## src/dsse_pkg.sv

```systemverilog
// Shared constants, stage type and segment code table for the decimal seven-segment encoder.
package dsse_pkg;

  localparam int VALUE_WIDTH = 20;
  localparam int DIGITS      = 6;
  localparam int BCD_WIDTH   = 4 * DIGITS;

  localparam logic [7:0] SEG_BLANK = 8'h00;

  typedef struct packed {
    logic                   valid;
    logic [BCD_WIDTH-1:0]   bcd;
    logic [VALUE_WIDTH-1:0] bits;
  } dsse_stage_t;

  // Active-high codes, bit 0 is segment a, bit 7 unused
  function automatic logic [7:0] seg_code(input logic [3:0] digit);
    logic [7:0] code;
    unique case (digit)
      4'd0:    code = 8'h3F;
      4'd1:    code = 8'h06;
      4'd2:    code = 8'h5B;
      4'd3:    code = 8'h4F;
      4'd4:    code = 8'h66;
      4'd5:    code = 8'h6D;
      4'd6:    code = 8'h7D;
      4'd7:    code = 8'h07;
      4'd8:    code = 8'h7F;
      4'd9:    code = 8'h6F;
      default: code = SEG_BLANK;
    endcase
    return code;
  endfunction

endpackage

```

## src/decimal_seven_segment_encoder_unit.sv

```systemverilog
// Top level of the six-digit decimal seven-segment encoder.
//
//   channel | handshake            | payload
//   --------+----------------------+-------------------------------------------
//   in      | in_valid / in_ready  | value[19:0]
//   out     | out_valid / out_ready| low_digits_word[31:0], high_digits_word[15:0]
//
// A chain of VALUE_WIDTH shift-add-3 cells turns one value bit into BCD per cell,
// then the segment register adds one more stage.
// One transaction per cycle is accepted while the output is empty or being taken.
// When out_valid is high and out_ready low, the whole chain holds and in_ready drops.
// Reset (synchronous, active high) clears every cell's valid bit; no clearing pass.
module decimal_seven_segment_encoder_unit
  import dsse_pkg::*;
(
  input  logic                   clk,
  input  logic                   rst,
  input  logic                   in_valid,
  output logic                   in_ready,
  input  logic [VALUE_WIDTH-1:0] value,
  output logic                   out_valid,
  input  logic                   out_ready,
  output logic [31:0]            low_digits_word,
  output logic [15:0]            high_digits_word
);

  dsse_stage_t chain [VALUE_WIDTH+1];
  logic        advance;

  assign advance  = !out_valid || out_ready;
  assign in_ready = advance;

  assign chain[0] = '{valid: in_valid, bcd: '0, bits: value};

  for (genvar g = 0; g < VALUE_WIDTH; g++) begin : g_cell
    dsse_cell u_cell (
      .clk (clk),
      .rst (rst),
      .en  (advance),
      .d   (chain[g]),
      .q   (chain[g+1])
    );
  end

  dsse_seg u_seg (
    .clk       (clk),
    .rst       (rst),
    .en        (advance),
    .d_valid   (chain[VALUE_WIDTH].valid),
    .d_bcd     (chain[VALUE_WIDTH].bcd),
    .valid     (out_valid),
    .low_word  (low_digits_word),
    .high_word (high_digits_word)
  );

  // The chain only stalls for a result that is waiting at the output
  a_stall_cause: assert property (@(posedge clk) disable iff (rst)
    !in_ready |-> out_valid)
    else $error("input stalled with no result pending");

  a_reset_clears: assert property (@(posedge clk)
    $past(rst) |-> !out_valid)
    else $error("result valid straight after reset");

  // Every digit leaving the chain must be a proper decimal digit
  a_bcd_digits: assert property (@(posedge clk) disable iff (rst)
    chain[VALUE_WIDTH].valid |->
      (chain[VALUE_WIDTH].bcd[3:0]   <= 4'd9) && (chain[VALUE_WIDTH].bcd[7:4]   <= 4'd9) &&
      (chain[VALUE_WIDTH].bcd[11:8]  <= 4'd9) && (chain[VALUE_WIDTH].bcd[15:12] <= 4'd9) &&
      (chain[VALUE_WIDTH].bcd[19:16] <= 4'd9) && (chain[VALUE_WIDTH].bcd[23:20] <= 4'd9))
    else $error("BCD digit out of range at end of chain");

endmodule

```

## src/dsse_cell.sv

```systemverilog
// One shift-add-3 cell of the binary to BCD chain: takes in one value bit per cell.
module dsse_cell
  import dsse_pkg::*;
(
  input  logic        clk,
  input  logic        rst,
  input  logic        en,
  input  dsse_stage_t d,
  output dsse_stage_t q
);

  logic                   valid;
  logic [BCD_WIDTH-1:0]   bcd;
  logic [VALUE_WIDTH-1:0] bits;
  logic [BCD_WIDTH-1:0]   adj;

  // Digits of 5 or more get +3 so the doubling carries decimally; the carry out
  // of the top digit is dropped, which gives the value modulo one million.
  always_comb begin
    for (int i = 0; i < DIGITS; i++) begin
      if (d.bcd[4*i +: 4] >= 4'd5) begin
        adj[4*i +: 4] = d.bcd[4*i +: 4] + 4'd3;
      end else begin
        adj[4*i +: 4] = d.bcd[4*i +: 4];
      end
    end
  end

  always_ff @(posedge clk) begin
    if (rst) begin
      valid <= 1'b0;
    end else if (en) begin
      valid <= d.valid;
    end
  end

  always_ff @(posedge clk) begin
    if (en) begin
      bcd  <= {adj[BCD_WIDTH-2:0], d.bits[VALUE_WIDTH-1]};
      bits <= {d.bits[VALUE_WIDTH-2:0], 1'b0};
    end
  end

  assign q = '{valid: valid, bcd: bcd, bits: bits};

endmodule

```

## src/dsse_seg.sv

```systemverilog
// Output register: maps the six BCD digits to segment bytes and packs the two words.
module dsse_seg
  import dsse_pkg::*;
(
  input  logic                 clk,
  input  logic                 rst,
  input  logic                 en,
  input  logic                 d_valid,
  input  logic [BCD_WIDTH-1:0] d_bcd,
  output logic                 valid,
  output logic [31:0]          low_word,
  output logic [15:0]          high_word
);

  logic [8*DIGITS-1:0] segs;

  always_comb begin
    for (int i = 0; i < DIGITS; i++) begin
      segs[8*i +: 8] = seg_code(d_bcd[4*i +: 4]);
    end
  end

  always_ff @(posedge clk) begin
    if (rst) begin
      valid <= 1'b0;
    end else if (en) begin
      valid <= d_valid;
    end
  end

  always_ff @(posedge clk) begin
    if (en) begin
      low_word  <= segs[31:0];
      high_word <= segs[47:32];
    end
  end

endmodule
```

## config.mk

```make
export PLATFORM = sky130hd
export DESIGN_NAME = decimal_seven_segment_encoder_unit
export DESIGN_NICKNAME = d
export VERILOG_FILES = /design/src/dsse_pkg.sv /design/src/decimal_seven_segment_encoder_unit.sv /design/src/dsse_cell.sv /design/src/dsse_seg.sv
export SDC_FILE = /design/constraint.sdc
export NUM_CORES = 1
export LEC_CHECK = 0
export BUFFER_PORTS_ARGS = -buffer_cell sky130_fd_sc_hd__buf_2
export CAP_MARGIN = 0
export CORE_AREA = 2 2 297 226
export CTS_BUF_LIST = sky130_fd_sc_hd__clkbuf_8
export CTS_CLUSTER_DIAMETER = 120
export DETAILED_ROUTE_END_ITERATION = 8
export DIE_AREA = 0 0 299 228
export SETUP_SLACK_MARGIN = 0.3
export SLEW_MARGIN = 20
export SYNTH_ARGS = -nofsm -noshare
export SYNTH_HDL_FRONTEND = slang
export SYNTH_SLANG_ARGS = --single-unit
```

## constraint.sdc

```tcl
create_clock -name clk -period 4.3 [get_ports clk]
set_input_delay 0.43 -clock clk [delete_from_list [all_inputs] [get_ports clk]]
set_output_delay 0.43 -clock clk [all_outputs]
set_load 0.05 [all_outputs]
```

==> run_summary.xml, run 1 <==
<?xml version="1.0" encoding="UTF-8"?>
<metrics>
  <group name="run_status">
    <metric name="result_of_the_run" unit="">complete, no violations</metric>
  </group>
  <group name="logic_synthesis">
    <metric name="synth-adder-area-share" unit="%">8.46</metric>
    <metric name="ys_types" unit="">26</metric>
    <metric name="ys_async_sr_fraction" unit="%">0</metric>
    <metric name="yosys-mux-area-fraction" unit="%">2.70</metric>
    <metric name="ys_top_cells_by_area" unit="">sky130_fd_sc_hd__edfxtp_1, sky130_fd_sc_hd__ha_1, sky130_fd_sc_hd__nand2_1</metric>
    <metric name="yosysSeqAreaShare" unit="%">67.7</metric>
    <metric name="postSynthCellCount" unit="">1656</metric>
    <metric name="synth_xor_xnor_area_share" unit="%">2.44</metric>
    <metric name="largest_family_of_logic_cells_by_synthesized_area" unit="">simple AND/OR/NAND/NOR gates</metric>
    <metric name="synthesized_area_divided_by_synthesized_cell_count" unit="um2">13.7</metric>
    <metric name="synth_largest_area_cell" unit="">sky130_fd_sc_hd__edfxtp_1</metric>
    <metric name="synth-main-ff-cell" unit="">sky130_fd_sc_hd__edfxtp_1</metric>
    <metric name="ys_warn_count" unit="">0</metric>
    <metric name="synth_largest_type_area_fraction" unit="%">65.9</metric>
    <metric name="synthTopCellsByCount" unit="">sky130_fd_sc_hd__edfxtp_1, sky130_fd_sc_hd__nand2_1, sky130_fd_sc_hd__ha_1</metric>
    <metric name="ys_seq_elements" unit="">517</metric>
    <metric name="number_of_flops_mapped_to_enable_cells_by_yosys" unit="">496</metric>
    <metric name="synth.most_common_cell" unit="">sky130_fd_sc_hd__edfxtp_1</metric>
    <metric name="synthesis.area" unit="um2">22600</metric>
    <metric name="synth_compound_area_share" unit="%">7.00</metric>
    <metric name="synth-simple-area-share" unit="%">8.64</metric>
  </group>
  <group name="finish">
    <metric name="drive_above_1_share" unit="%">12.5</metric>
    <metric name="number_of_diodes" unit="">0</metric>
    <metric name="sequential_cell_area" unit="um2">15300</metric>
    <metric name="multi_input_comb_area" unit="um2">6640</metric>
    <metric name="syn_to_final_growth" unit="%">14.2</metric>
    <metric name="filler_cell_count" unit="">6156</metric>
    <metric name="nets" unit="">1994</metric>
  </group>
  <group name="die">
    <metric name="ioPinCount" unit="">74</metric>
    <metric name="placementRows" unit="">82</metric>
    <metric name="floorplan.die.width" unit="um">299</metric>
    <metric name="chipHeight" unit="um">228</metric>
    <metric name="starting_density_of_the_core" unit="%">34.4</metric>
    <metric name="core-area" unit="um2">65700</metric>
    <metric name="die_area" unit="um2">68200</metric>
  </group>
  <group name="critical_path">
    <metric name="reg2regPathDepth" unit="">3</metric>
    <metric name="max_stage_delay" unit="ps">500</metric>
    <metric name="worst_setup_end_kind" unit="">primary output</metric>
    <metric name="setup.worst_path.start" unit="">u_seg.valid$_SDFFE_PP0P_</metric>
    <metric name="worst_ep_required_time" unit="ps">3870</metric>
    <metric name="crit_path_cell_trace" unit="">nor2b_4 -&gt; inv_8 -&gt; buf_2</metric>
    <metric name="crit_fanout" unit="">129</metric>
    <metric name="critPathArrivalTime" unit="ps">2220</metric>
    <metric name="worst-r2r-setup-slack" unit="ps">2030</metric>
    <metric name="critical-path-slowest-cell" unit="">sky130_fd_sc_hd__nor2b_4</metric>
    <metric name="worst_r2r_startpoint" unit="">u_seg.valid$_SDFFE_PP0P_</metric>
    <metric name="path_class" unit="">flip-flop to primary output</metric>
    <metric name="launching_element_type_of_the_critical_path" unit="">flip-flop</metric>
    <metric name="worstReg2RegEnd" unit="">u_seg.low_word[13]$_DFFE_PP_</metric>
    <metric name="worst_setup_path_endpoint" unit="">in_ready</metric>
  </group>
  <group name="cts">
    <metric name="ctsRootBufferMaster" unit="">sky130_fd_sc_hd__clkbuf_8</metric>
    <metric name="tritoncts" unit="">yes</metric>
    <metric name="cts.reportedPaths.clkPinSlew" unit="ps">60</metric>
    <metric name="htree_num_levels" unit="">3</metric>
    <metric name="post_cts_resized" unit="">0</metric>
    <metric name="clock_insertion_delay_worst_skew" unit="ps">660</metric>
    <metric name="tritoncts_buffers" unit="">85</metric>
    <metric name="cts.sinks" unit="">517</metric>
    <metric name="postCtsHoldBufs" unit="">21</metric>
    <metric name="post_cts.repair.setup_buffers" unit="">0</metric>
    <metric name="clk_path_buf_depth" unit="">3</metric>
  </group>
  <group name="placed_design">
    <metric name="portBuffers" unit="">67</metric>
    <metric name="dp.final_hpwl" unit="um">17300</metric>
    <metric name="place.gp.congestion" unit="">0.720</metric>
  </group>
  <group name="timing">
    <metric name="normalized_max_slew_margin" unit="%">30.5</metric>
    <metric name="rsz0062_at_grt" unit="">no</metric>
    <metric name="clock-skew-final" unit="ps">33.3</metric>
    <metric name="totalNegativeSetupSlack" unit="ps">0</metric>
    <metric name="setup_viol" unit="">0</metric>
    <metric name="fmax" unit="MHz">378</metric>
    <metric name="finalHoldWorstSlack" unit="ps">168</metric>
    <metric name="final.min_clock_period" unit="ps">2650</metric>
    <metric name="report.final.slew_viol_count" unit="">0</metric>
    <metric name="hold_viol_final" unit="">0</metric>
    <metric name="timing_worst_slew_pin_value" unit="ps">1040</metric>
    <metric name="post-route-period-util" unit="%">61.6</metric>
  </group>
  <group name="global_route">
    <metric name="grt_max_degree" unit="">130</metric>
    <metric name="grt_overflow_total" unit="">0</metric>
    <metric name="grt_pass1_vias" unit="">11911</metric>
    <metric name="antenna_found_initial" unit="">0</metric>
    <metric name="first_pass_grt_wire_length" unit="um">51200</metric>
    <metric name="grtUsageTotal" unit="%">8.84</metric>
  </group>
  <group name="routing">
    <metric name="via_count" unit="">11871</metric>
    <metric name="drt-wirelength-per-cell" unit="um">10.5</metric>
    <metric name="remaining_drc_errors" unit="">0</metric>
    <metric name="finalWirelength" unit="um">29000</metric>
    <metric name="dr.first_iter.drc_count" unit="">483</metric>
    <metric name="detail_route.vias_per_cell" unit="">4.29</metric>
    <metric name="ant_nets" unit="">0</metric>
    <metric name="drt_pre_antenna_iters" unit="">6</metric>
  </group>
  <group name="power">
    <metric name="power.static_leakage" unit="nW">10.6</metric>
    <metric name="vdd.ir_drop.worst" unit="V">0.000427</metric>
    <metric name="cellPowerDensity" unit="nW/um2">680</metric>
  </group>
  <group name="flow_run">
    <metric name="max_cap_violations" unit="">0</metric>
  </group>
  <group name="hold_path">
    <metric name="min-delay-path-class" unit="">primary input to flip-flop</metric>
  </group>
</metrics>
-- stage by stage --
step	power, mW	instance area (um2)	worst slack (ps)	utilization, %	instances
2_1_floorplan	12.6	22600	631	-	1661
3_3_place_gp	13.3	24000	1920	36.5	2591
3_5_place_dp	13.6	24000	1890	36.5	2591
4_1_cts	17.9	25800	1480	39.3	2769
5_1_grt	19.0	25800	1390	39.3	2769
6_report	17.6	25800	1650	39.3	2769
-- worst max-delay path, delay by kind of cell, from the launching register on --
family        cells  cell delay (ps)
buf+inv           2              700
simple gates      1              500
flops             1              320
-- worst min-delay path by stage --
stage / start / endpoint / slack [ps] / depth (start not counted)
final: out_ready / g_cell[19].u_cell.valid$_SDFFE_PP0P_ / 170 / 4
after detailed placement: g_cell[9].u_cell.bits[12]$_DFFE_PP_ / g_cell[10].u_cell.bits[13]$_DFFE_PP_ / 400 / 0
after global routing: out_ready / g_cell[12].u_cell.valid$_SDFFE_PP0P_ / 90 / 4
after floorplan: g_cell[9].u_cell.bits[19]$_DFFE_PP_ / g_cell[10].u_cell.bcd[0]$_DFFE_PP_ / 400 / 0
after CTS: out_ready / g_cell[19].u_cell.valid$_SDFFE_PP0P_ / 70 / 4
after global placement: g_cell[15].u_cell.bits[19]$_DFFE_PP_ / g_cell[16].u_cell.bcd[0]$_DFFE_PP_ / 400 / 0
-- sequential cells by signal (all words and copies together) (netlist names) --
| register | count |
|---|---|
| u_seg.low_word | 28 |
| u_seg.high_word | 14 |
| g_cell.u_cell.bcd | 264 |
| g_cell.u_cell.bits | 190 |
| g_cell.u_cell.valid | 20 |
| u_seg.valid | 1 |
-- layer usage --
metal | track usage, % | part of all wire (%) | vias to the layer above
met1 | 9.81 | 43 | 5483
li1 | - | - | 6134
met5 | 0 | 0 | -
met4 | 3.88 | 3.0 | 0
met3 | 3.16 | 5.5 | 85
met2 | 15.2 | 48 | 169
-- logic make-up after synthesis --
logic type               after synthesis
adder cells (fa/ha/maj)              153
XOR/XNOR                              63
buffers and inverters                160
flip-flops                           517
other                                  1
multiplexers                          61
AO/OA/AOI/OAI                        259
AND/OR/NAND/NOR                      442
-- power breakdown --
group          switching, mW  internal [mW]  total (mW)  leakage (nW)
combinational           2.91           2.15        5.06          4.08
sequential              1.01           7.39        8.40          5.57
clock                   1.94           2.18        4.12         0.939
total                   5.86           11.7        17.6          10.6
-- cells in the final DEF (no fill, tap or decap) --
cell type,n
sky130_fd_sc_hd__nor2b_1,7
sky130_fd_sc_hd__o22ai_1,22
sky130_fd_sc_hd__clkinv_2,8
sky130_fd_sc_hd__clkinvlp_4,1
sky130_fd_sc_hd__xnor2_1,63
sky130_fd_sc_hd__nand2b_1,107
sky130_fd_sc_hd__o21ai_1,50
sky130_fd_sc_hd__a21o_1,6
sky130_fd_sc_hd__mux2i_1,61
sky130_fd_sc_hd__conb_1,6
sky130_fd_sc_hd__o22a_1,3
sky130_fd_sc_hd__inv_1,164
sky130_fd_sc_hd__inv_6,3
sky130_fd_sc_hd__buf_12,4
sky130_fd_sc_hd__clkinv_4,1
sky130_fd_sc_hd__o21a_1,5
sky130_fd_sc_hd__a21oi_1,41
sky130_fd_sc_hd__edfxtp_1,496
sky130_fd_sc_hd__dfxtp_1,21
sky130_fd_sc_hd__bufinv_16,5
sky130_fd_sc_hd__buf_4,1
sky130_fd_sc_hd__clkinv_1,22
sky130_fd_sc_hd__o21ai_0,73
sky130_fd_sc_hd__nor2b_4,1
sky130_fd_sc_hd__o31a_1,4
sky130_fd_sc_hd__buf_2,67
sky130_fd_sc_hd__clkbuf_8,86
sky130_fd_sc_hd__inv_8,3
sky130_fd_sc_hd__dlygate4sd3_1,21
sky130_fd_sc_hd__nor2_1,74
sky130_fd_sc_hd__ha_1,153
sky130_fd_sc_hd__nand2_1,253
sky130_fd_sc_hd__a21oi_2,55
-- area by class of cell --
| type | instances | share of cell area, % |
|---|---|---|
| multi-input cells | 984 | 25.7 |
| flip-flops and latches | 517 | 59.3 |
| inverters | 136 | 2.00 |
| clock buffers | 86 | 4.58 |
| repair buffers | 93 | 2.45 |
| clock inverters | 71 | 1.73 |
| well taps | 882 | 4.27 |
(Power assumes the default switching activity.)
==> run 2: changes to the inputs <==
==> constraint.sdc (replaced) <==
create_clock -name clk -period 2.7 [get_ports clk]
set_input_delay 0.27 -clock clk [delete_from_list [all_inputs] [get_ports clk]]
set_output_delay 0.27 -clock clk [all_outputs]
set_load 0.05 [all_outputs]
==> run_summary.xml, run 2 (same netlist as run 1, synthesis figures left out) <==
<?xml version="1.0" encoding="UTF-8"?>
<metrics>
  <group name="timing">
    <metric name="finalHoldWorstSlack" unit="ps">326</metric>
    <metric name="hold_viol_final" unit="">0</metric>
    <metric name="rsz0062_at_grt" unit="">no</metric>
    <metric name="report.final.slew_viol_count" unit="">0</metric>
    <metric name="fmax" unit="MHz">490</metric>
    <metric name="setup_viol" unit="">0</metric>
    <metric name="clock-skew-final" unit="ps">39.5</metric>
    <metric name="post-route-worst-setup-slack" unit="ps">657</metric>
    <metric name="post-route-period-util" unit="%">75.7</metric>
    <metric name="totalNegativeSetupSlack" unit="ps">0</metric>
    <metric name="final.min_clock_period" unit="ps">2040</metric>
  </group>
  <group name="finish">
    <metric name="finalNonFillerCells" unit="">2780</metric>
    <metric name="sequential_cell_area" unit="um2">15300</metric>
    <metric name="layout_commonest_cell" unit="">sky130_fd_sc_hd__edfxtp_1</metric>
    <metric name="filler_cell_count" unit="">6101</metric>
    <metric name="postLayoutCoreUtil" unit="%">39.5</metric>
    <metric name="biggestRegsByFlops" unit="">g_cell.u_cell.bcd x264, g_cell.u_cell.bits x190, u_seg.low_word x28</metric>
    <metric name="largest_register_ff_count" unit="">264</metric>
    <metric name="multi_input_comb_area" unit="um2">6650</metric>
    <metric name="most_flops_register" unit="">g_cell.u_cell.bcd</metric>
    <metric name="layout_cell_area_excl_fill" unit="um2">25900</metric>
    <metric name="highest_count_cells_in_the_layout_ignoring_fill_and_taps" unit="">sky130_fd_sc_hd__edfxtp_1, sky130_fd_sc_hd__nand2_1, sky130_fd_sc_hd__inv_1</metric>
    <metric name="syn_to_final_growth" unit="%">14.6</metric>
    <metric name="nets" unit="">2005</metric>
    <metric name="drive_above_1_share" unit="%">12.6</metric>
    <metric name="number_of_diodes" unit="">0</metric>
  </group>
  <group name="flow_run">
    <metric name="max_cap_violations" unit="">0</metric>
  </group>
  <group name="global_route">
    <metric name="grt_pass1_vias" unit="">11718</metric>
    <metric name="grt_max_degree" unit="">84</metric>
    <metric name="first_pass_grt_wire_length" unit="um">51600</metric>
    <metric name="grtUsageTotal" unit="%">8.97</metric>
    <metric name="grt_overflow_total" unit="">0</metric>
    <metric name="antenna_found_initial" unit="">0</metric>
  </group>
  <group name="power">
    <metric name="power.static_leakage" unit="nW">10.6</metric>
    <metric name="vdd.ir_drop.worst" unit="V">0.000649</metric>
    <metric name="design_power_total" unit="mW">27.8</metric>
    <metric name="cellPowerDensity" unit="nW/um2">1070</metric>
  </group>
  <group name="placed_design">
    <metric name="place.gp.congestion" unit="">0.747</metric>
    <metric name="place_inst" unit="">2594</metric>
    <metric name="portBuffers" unit="">67</metric>
    <metric name="detailed_place.area" unit="um2">24000</metric>
    <metric name="dp.final_hpwl" unit="um">18300</metric>
    <metric name="post-place-ws" unit="ps">766</metric>
  </group>
  <group name="routing">
    <metric name="drt_pre_antenna_iters" unit="">5</metric>
    <metric name="detail_route.vias_per_cell" unit="">4.26</metric>
    <metric name="ant_nets" unit="">0</metric>
    <metric name="remaining_drc_errors" unit="">0</metric>
    <metric name="via_count" unit="">11853</metric>
    <metric name="dr.first_iter.drc_count" unit="">534</metric>
    <metric name="drt-wirelength-per-cell" unit="um">10.7</metric>
    <metric name="finalWirelength" unit="um">29700</metric>
  </group>
  <group name="die">
    <metric name="placementRows" unit="">82</metric>
    <metric name="die_area" unit="um2">68200</metric>
    <metric name="ioPinCount" unit="">74</metric>
    <metric name="floorplan.die.width" unit="um">299</metric>
    <metric name="starting_density_of_the_core" unit="%">34.4</metric>
    <metric name="chipHeight" unit="um">228</metric>
    <metric name="core-area" unit="um2">65700</metric>
  </group>
  <group name="cts">
    <metric name="cts.reportedPaths.clkPinSlew" unit="ps">60</metric>
    <metric name="ctsRootBufferMaster" unit="">sky130_fd_sc_hd__clkbuf_8</metric>
    <metric name="clk_path_buf_depth" unit="">3</metric>
    <metric name="cts.sinks" unit="">517</metric>
    <metric name="htree_num_levels" unit="">3</metric>
    <metric name="clock_insertion_delay_worst_skew" unit="ps">650</metric>
    <metric name="tritoncts_buffers" unit="">85</metric>
    <metric name="tritoncts" unit="">yes</metric>
  </group>
  <group name="critical_path">
    <metric name="crit_fanout" unit="">83</metric>
    <metric name="worst_ep_required_time" unit="ps">2430</metric>
    <metric name="crit_path_cell_trace" unit="">nor2b_4 -&gt; buf_12 -&gt; clkinv_16 -&gt; buf_2</metric>
    <metric name="path_class" unit="">flip-flop to primary output</metric>
    <metric name="critPathArrivalTime" unit="ps">1770</metric>
    <metric name="worst_setup_end_kind" unit="">primary output</metric>
    <metric name="max_stage_delay" unit="ps">330</metric>
    <metric name="launching_element_type_of_the_critical_path" unit="">flip-flop</metric>
    <metric name="setup.worst_path.start" unit="">u_seg.valid$_SDFFE_PP0P_</metric>
    <metric name="worst_r2r_startpoint" unit="">u_seg.valid$_SDFFE_PP0P_</metric>
    <metric name="critical-path-slowest-cell" unit="">sky130_fd_sc_hd__dfxtp_2</metric>
  </group>
  <group name="run_status">
    <metric name="result_of_the_run" unit="">complete, no violations</metric>
  </group>
  <group name="hold_path">
    <metric name="min-delay-path-class" unit="">primary input to flip-flop</metric>
    <metric name="hold_path.startpoint" unit="">value[14]</metric>
  </group>
</metrics>
==> run 2: cell types whose count changed in the layout (fill, tap and decap cells not counted), sizes merged, moves of 2 or more <==
cell / before / now
buf: 72 / 78
dlygate4sd3: 21 / 25
bufinv: 5 / 3
clkinv: 31 / 38
inv: 170 / 162
clkinvlp: 1 / 4
==> run 2: cell type report <==
| type | count | share of cell area (%) |
|---|---|---|
| clock buffers | 86 | 4.57 |
| clock inverters | 71 | 1.53 |
| inverters | 136 | 2.07 |
| multi-input cells | 985 | 25.6 |
| flip-flops and latches | 517 | 59.1 |
| well taps | 882 | 4.26 |
| repair buffers | 103 | 2.87 |
==> run 2: worst max-delay path: cells and delay by family, from the launching register on <==
kind | cells | cell delay, ps
buffers and inverters | 3 | 610
flip-flops | 1 | 330
AND/OR/NAND/NOR | 1 | 150
==> run 2: worst paths after layout <==
| kind | endpoint | slack, ps | cells after the start |
|---|---|---|---|
| worst max-delay path | in_ready | 660 | 4 |
| worst min register to register | g_cell[2].u_cell.bits[6]$_DFFE_PP_ | 380 | 0 |
| worst max register to register | g_cell[0].u_cell.valid$_SDFFE_PP0P_ | 990 | 6 |
| worst min-delay path | g_cell[0].u_cell.bits[15]$_DFFE_PP_ | 330 | 2 |
==> run 2: layer usage <==
metal / share of wire (%) / track usage [%] / vias up
met5: 0 / 0 / -
met4: 2.8 / 3.78 / 0
met3: 4.8 / 2.87 / 73
met2: 48 / 15.2 / 163
met1: 45 / 10.5 / 5462
li1: - / - / 6155
==> run 2: what timing repair did <==
item,4_1_cts,5_1_grt
endpoints found under the setup margin,1,1
pin swaps,0,0
hold buffers,25,0
resized for setup,0,2
hold endpoints to repair,41,0
cloned,1,0
buffers inserted,0,3
==> run 2: power by group <==
group          internal, mW  switching (mW)  total [mW]
Clock                  3.28            3.09        6.37
Combinational          3.42            4.65        8.07
Sequential             11.8            1.64        13.4
==> run 3: changes to the inputs <==
==> constraint.sdc (replaced) <==
create_clock -name clk -period 2.1 [get_ports clk]
set_input_delay 0.21 -clock clk [delete_from_list [all_inputs] [get_ports clk]]
set_output_delay 0.21 -clock clk [all_outputs]
set_load 0.05 [all_outputs]
==> run_summary.xml, run 3 (same netlist as run 1, synthesis figures left out) <==
<?xml version="1.0" encoding="UTF-8"?>
<metrics>
  <group name="global_route">
    <metric name="grtUsageTotal" unit="%">8.86</metric>
    <metric name="gr-usage-met2" unit="%">15.5</metric>
    <metric name="grt_busiest_layer" unit="">met2</metric>
    <metric name="grt.met3_usage" unit="%">2.83</metric>
    <metric name="grt_overflow_total" unit="">0</metric>
    <metric name="met1_usage" unit="%">9.88</metric>
    <metric name="antenna_found_initial" unit="">0</metric>
    <metric name="first_pass_grt_wire_length" unit="um">51400</metric>
    <metric name="grt_pass1_vias" unit="">11991</metric>
    <metric name="grt_max_degree" unit="">146</metric>
  </group>
  <group name="timing">
    <metric name="normalized_max_slew_margin" unit="%">46.9</metric>
    <metric name="setup_viol" unit="">0</metric>
    <metric name="post-route-period-util" unit="%">80.2</metric>
    <metric name="finalHoldWorstSlack" unit="ps">266</metric>
    <metric name="clock-skew-final" unit="ps">35.6</metric>
    <metric name="hold_viol_final" unit="">0</metric>
    <metric name="fmax" unit="MHz">593</metric>
    <metric name="rsz0062_at_grt" unit="">no</metric>
    <metric name="report.final.slew_viol_count" unit="">0</metric>
    <metric name="timing_worst_slew_pin_value" unit="ps">796</metric>
    <metric name="final.min_clock_period" unit="ps">1680</metric>
    <metric name="totalNegativeSetupSlack" unit="ps">0</metric>
    <metric name="post-route-worst-setup-slack" unit="ps">415</metric>
  </group>
  <group name="hold_path">
    <metric name="min-delay-path-class" unit="">primary input to flip-flop</metric>
  </group>
  <group name="die">
    <metric name="chipHeight" unit="um">228</metric>
    <metric name="placementRows" unit="">82</metric>
    <metric name="ioPinCount" unit="">74</metric>
    <metric name="core-area" unit="um2">65700</metric>
    <metric name="floorplan.die.width" unit="um">299</metric>
    <metric name="die_area" unit="um2">68200</metric>
    <metric name="starting_density_of_the_core" unit="%">34.4</metric>
  </group>
  <group name="cts">
    <metric name="htree_num_levels" unit="">3</metric>
    <metric name="tritoncts_buffers" unit="">85</metric>
    <metric name="tritoncts" unit="">yes</metric>
    <metric name="cts.sinks" unit="">517</metric>
    <metric name="clk_path_buf_depth" unit="">3</metric>
    <metric name="clock_insertion_delay_worst_skew" unit="ps">660</metric>
    <metric name="ctsRootBufferMaster" unit="">sky130_fd_sc_hd__clkbuf_8</metric>
    <metric name="cts.reportedPaths.clkPinSlew" unit="ps">60</metric>
  </group>
  <group name="critical_path">
    <metric name="worst_ep_required_time" unit="ps">2370</metric>
    <metric name="crit_fanout" unit="">145</metric>
    <metric name="crit_path_cell_trace" unit="">nor2b_4 -&gt; inv_8 -&gt; buf_12 -&gt; buf_12</metric>
    <metric name="launching_element_type_of_the_critical_path" unit="">flip-flop</metric>
    <metric name="critical-path-slowest-cell" unit="">sky130_fd_sc_hd__buf_12</metric>
    <metric name="worst_setup_end_kind" unit="">flip-flop</metric>
    <metric name="cpMostUsedCell" unit="">sky130_fd_sc_hd__buf_12</metric>
    <metric name="path_class" unit="">flip-flop to flip-flop</metric>
    <metric name="critPathArrivalTime" unit="ps">1960</metric>
    <metric name="max_stage_delay" unit="ps">480</metric>
  </group>
  <group name="flow_run">
    <metric name="max_cap_violations" unit="">0</metric>
  </group>
  <group name="finish">
    <metric name="number_of_diodes" unit="">0</metric>
    <metric name="filler_cell_count" unit="">6185</metric>
    <metric name="syn_to_final_growth" unit="%">14.4</metric>
    <metric name="biggestRegsByFlops" unit="">g_cell.u_cell.bcd x264, g_cell.u_cell.bits x190, u_seg.low_word x28</metric>
    <metric name="layout_cell_area_excl_fill" unit="um2">25900</metric>
    <metric name="drive_above_1_share" unit="%">13.3</metric>
    <metric name="most_flops_register" unit="">g_cell.u_cell.bcd</metric>
    <metric name="highest_count_cells_in_the_layout_ignoring_fill_and_taps" unit="">sky130_fd_sc_hd__edfxtp_1, sky130_fd_sc_hd__nand2_1, sky130_fd_sc_hd__inv_1</metric>
    <metric name="layout_commonest_cell" unit="">sky130_fd_sc_hd__edfxtp_1</metric>
    <metric name="finalNonFillerCells" unit="">2780</metric>
    <metric name="nets" unit="">2012</metric>
    <metric name="largest_register_ff_count" unit="">264</metric>
  </group>
  <group name="routing">
    <metric name="ant_nets" unit="">0</metric>
    <metric name="detail_route.vias_per_cell" unit="">4.29</metric>
    <metric name="drt_pre_antenna_iters" unit="">4</metric>
    <metric name="drt-wirelength-per-cell" unit="um">10.6</metric>
    <metric name="finalWirelength" unit="um">29500</metric>
    <metric name="dr.first_iter.drc_count" unit="">571</metric>
    <metric name="via_count" unit="">11931</metric>
    <metric name="remaining_drc_errors" unit="">0</metric>
  </group>
  <group name="run_status">
    <metric name="result_of_the_run" unit="">complete, no violations</metric>
  </group>
  <group name="placed_design">
    <metric name="portBuffers" unit="">67</metric>
    <metric name="detailed_place.area" unit="um2">24100</metric>
    <metric name="place_inst" unit="">2600</metric>
    <metric name="place.gp.congestion" unit="">0.738</metric>
    <metric name="dp.final_hpwl" unit="um">18200</metric>
    <metric name="post-place-ws" unit="ps">329</metric>
  </group>
  <group name="power">
    <metric name="cellPowerDensity" unit="nW/um2">1370</metric>
    <metric name="vdd.ir_drop.worst" unit="V">0.000850</metric>
    <metric name="power.static_leakage" unit="nW">10.6</metric>
  </group>
</metrics>
[run 3: cell count changes in the layout (fill, tap and decap cells not counted), moves of 3 or more]
cell                        before  now
sky130_fd_sc_hd__buf_4           5   13
sky130_fd_sc_hd__bufinv_16       3    0
sky130_fd_sc_hd__clkinv_1       31   21
sky130_fd_sc_hd__clkinv_2        6   12
[run 3: area by class of cell]
| cell class | instances | area [um2] | area share, % |
|---|---|---|---|
| Clock buffer | 86 | 1180 | 4.57 |
| Clock inverter | 64 | 302 | 1.17 |
| Inverter | 136 | 518 | 2.00 |
| Multi-Input combinational cell | 985 | 6650 | 25.7 |
| Sequential cell | 517 | 15300 | 59.2 |
| Tap cell | 882 | 1100 | 4.27 |
| Timing Repair Buffer | 110 | 800 | 3.09 |
[run 3: worst paths after layout]
check                           cells after the start                                start  slack (ps)                                    to
worst max-delay path                                4             u_seg.valid$_SDFFE_PP0P_         420  g_cell[18].u_cell.bits[19]$_DFFE_PP_
worst min-delay path                                2                            value[10]         270   g_cell[0].u_cell.bits[11]$_DFFE_PP_
worst max register to register                      4             u_seg.valid$_SDFFE_PP0P_         420  g_cell[18].u_cell.bits[19]$_DFFE_PP_
worst min register to register                      0  g_cell[16].u_cell.bcd[20]$_DFFE_PP_         400   g_cell[17].u_cell.bcd[21]$_DFFE_PP_
[run 3: what timing repair did]
item                       in CTS  in global routing
hold endpoints to repair       41                  0
hold buffers                   24                  0
setup endpoints to repair       1                  0
resized for setup               2                  0
buffers inserted                5                  0
[run 3: worst max-delay path, delay by kind of cell, from the launching register on]
kind | cells | cell delay [ps]
flops | 1 | 340
simple gates | 1 | 140
buf+inv | 3 | 640
[run 3: routing by layer]
layer / share of wire (%) / vias up / wire length (um)
met5: 0 / - / 0
met4: 2.7 / 0 / 797
met3: 4.7 / 71 / 1400
met2: 49 / 161 / 14500
met1: 44 / 5525 / 12900
li1: - / 6174 / -
[run 3: report_power, final]
group          leakage, nW  switching (mW)  internal (mW)
clock network        0.847            3.95           3.84
logic                 4.17            5.97           4.40
registers             5.57            2.09           15.1
total                 10.6            12.0           23.4
[run 3: through the flow]
step	util (%)	total power [mW]
finish	39.4	35.4
global route	39.4	38.2
CTS	39.4	36.0
global placement	36.7	27.3
detailed placement	36.7	27.9
floorplan	-	25.7
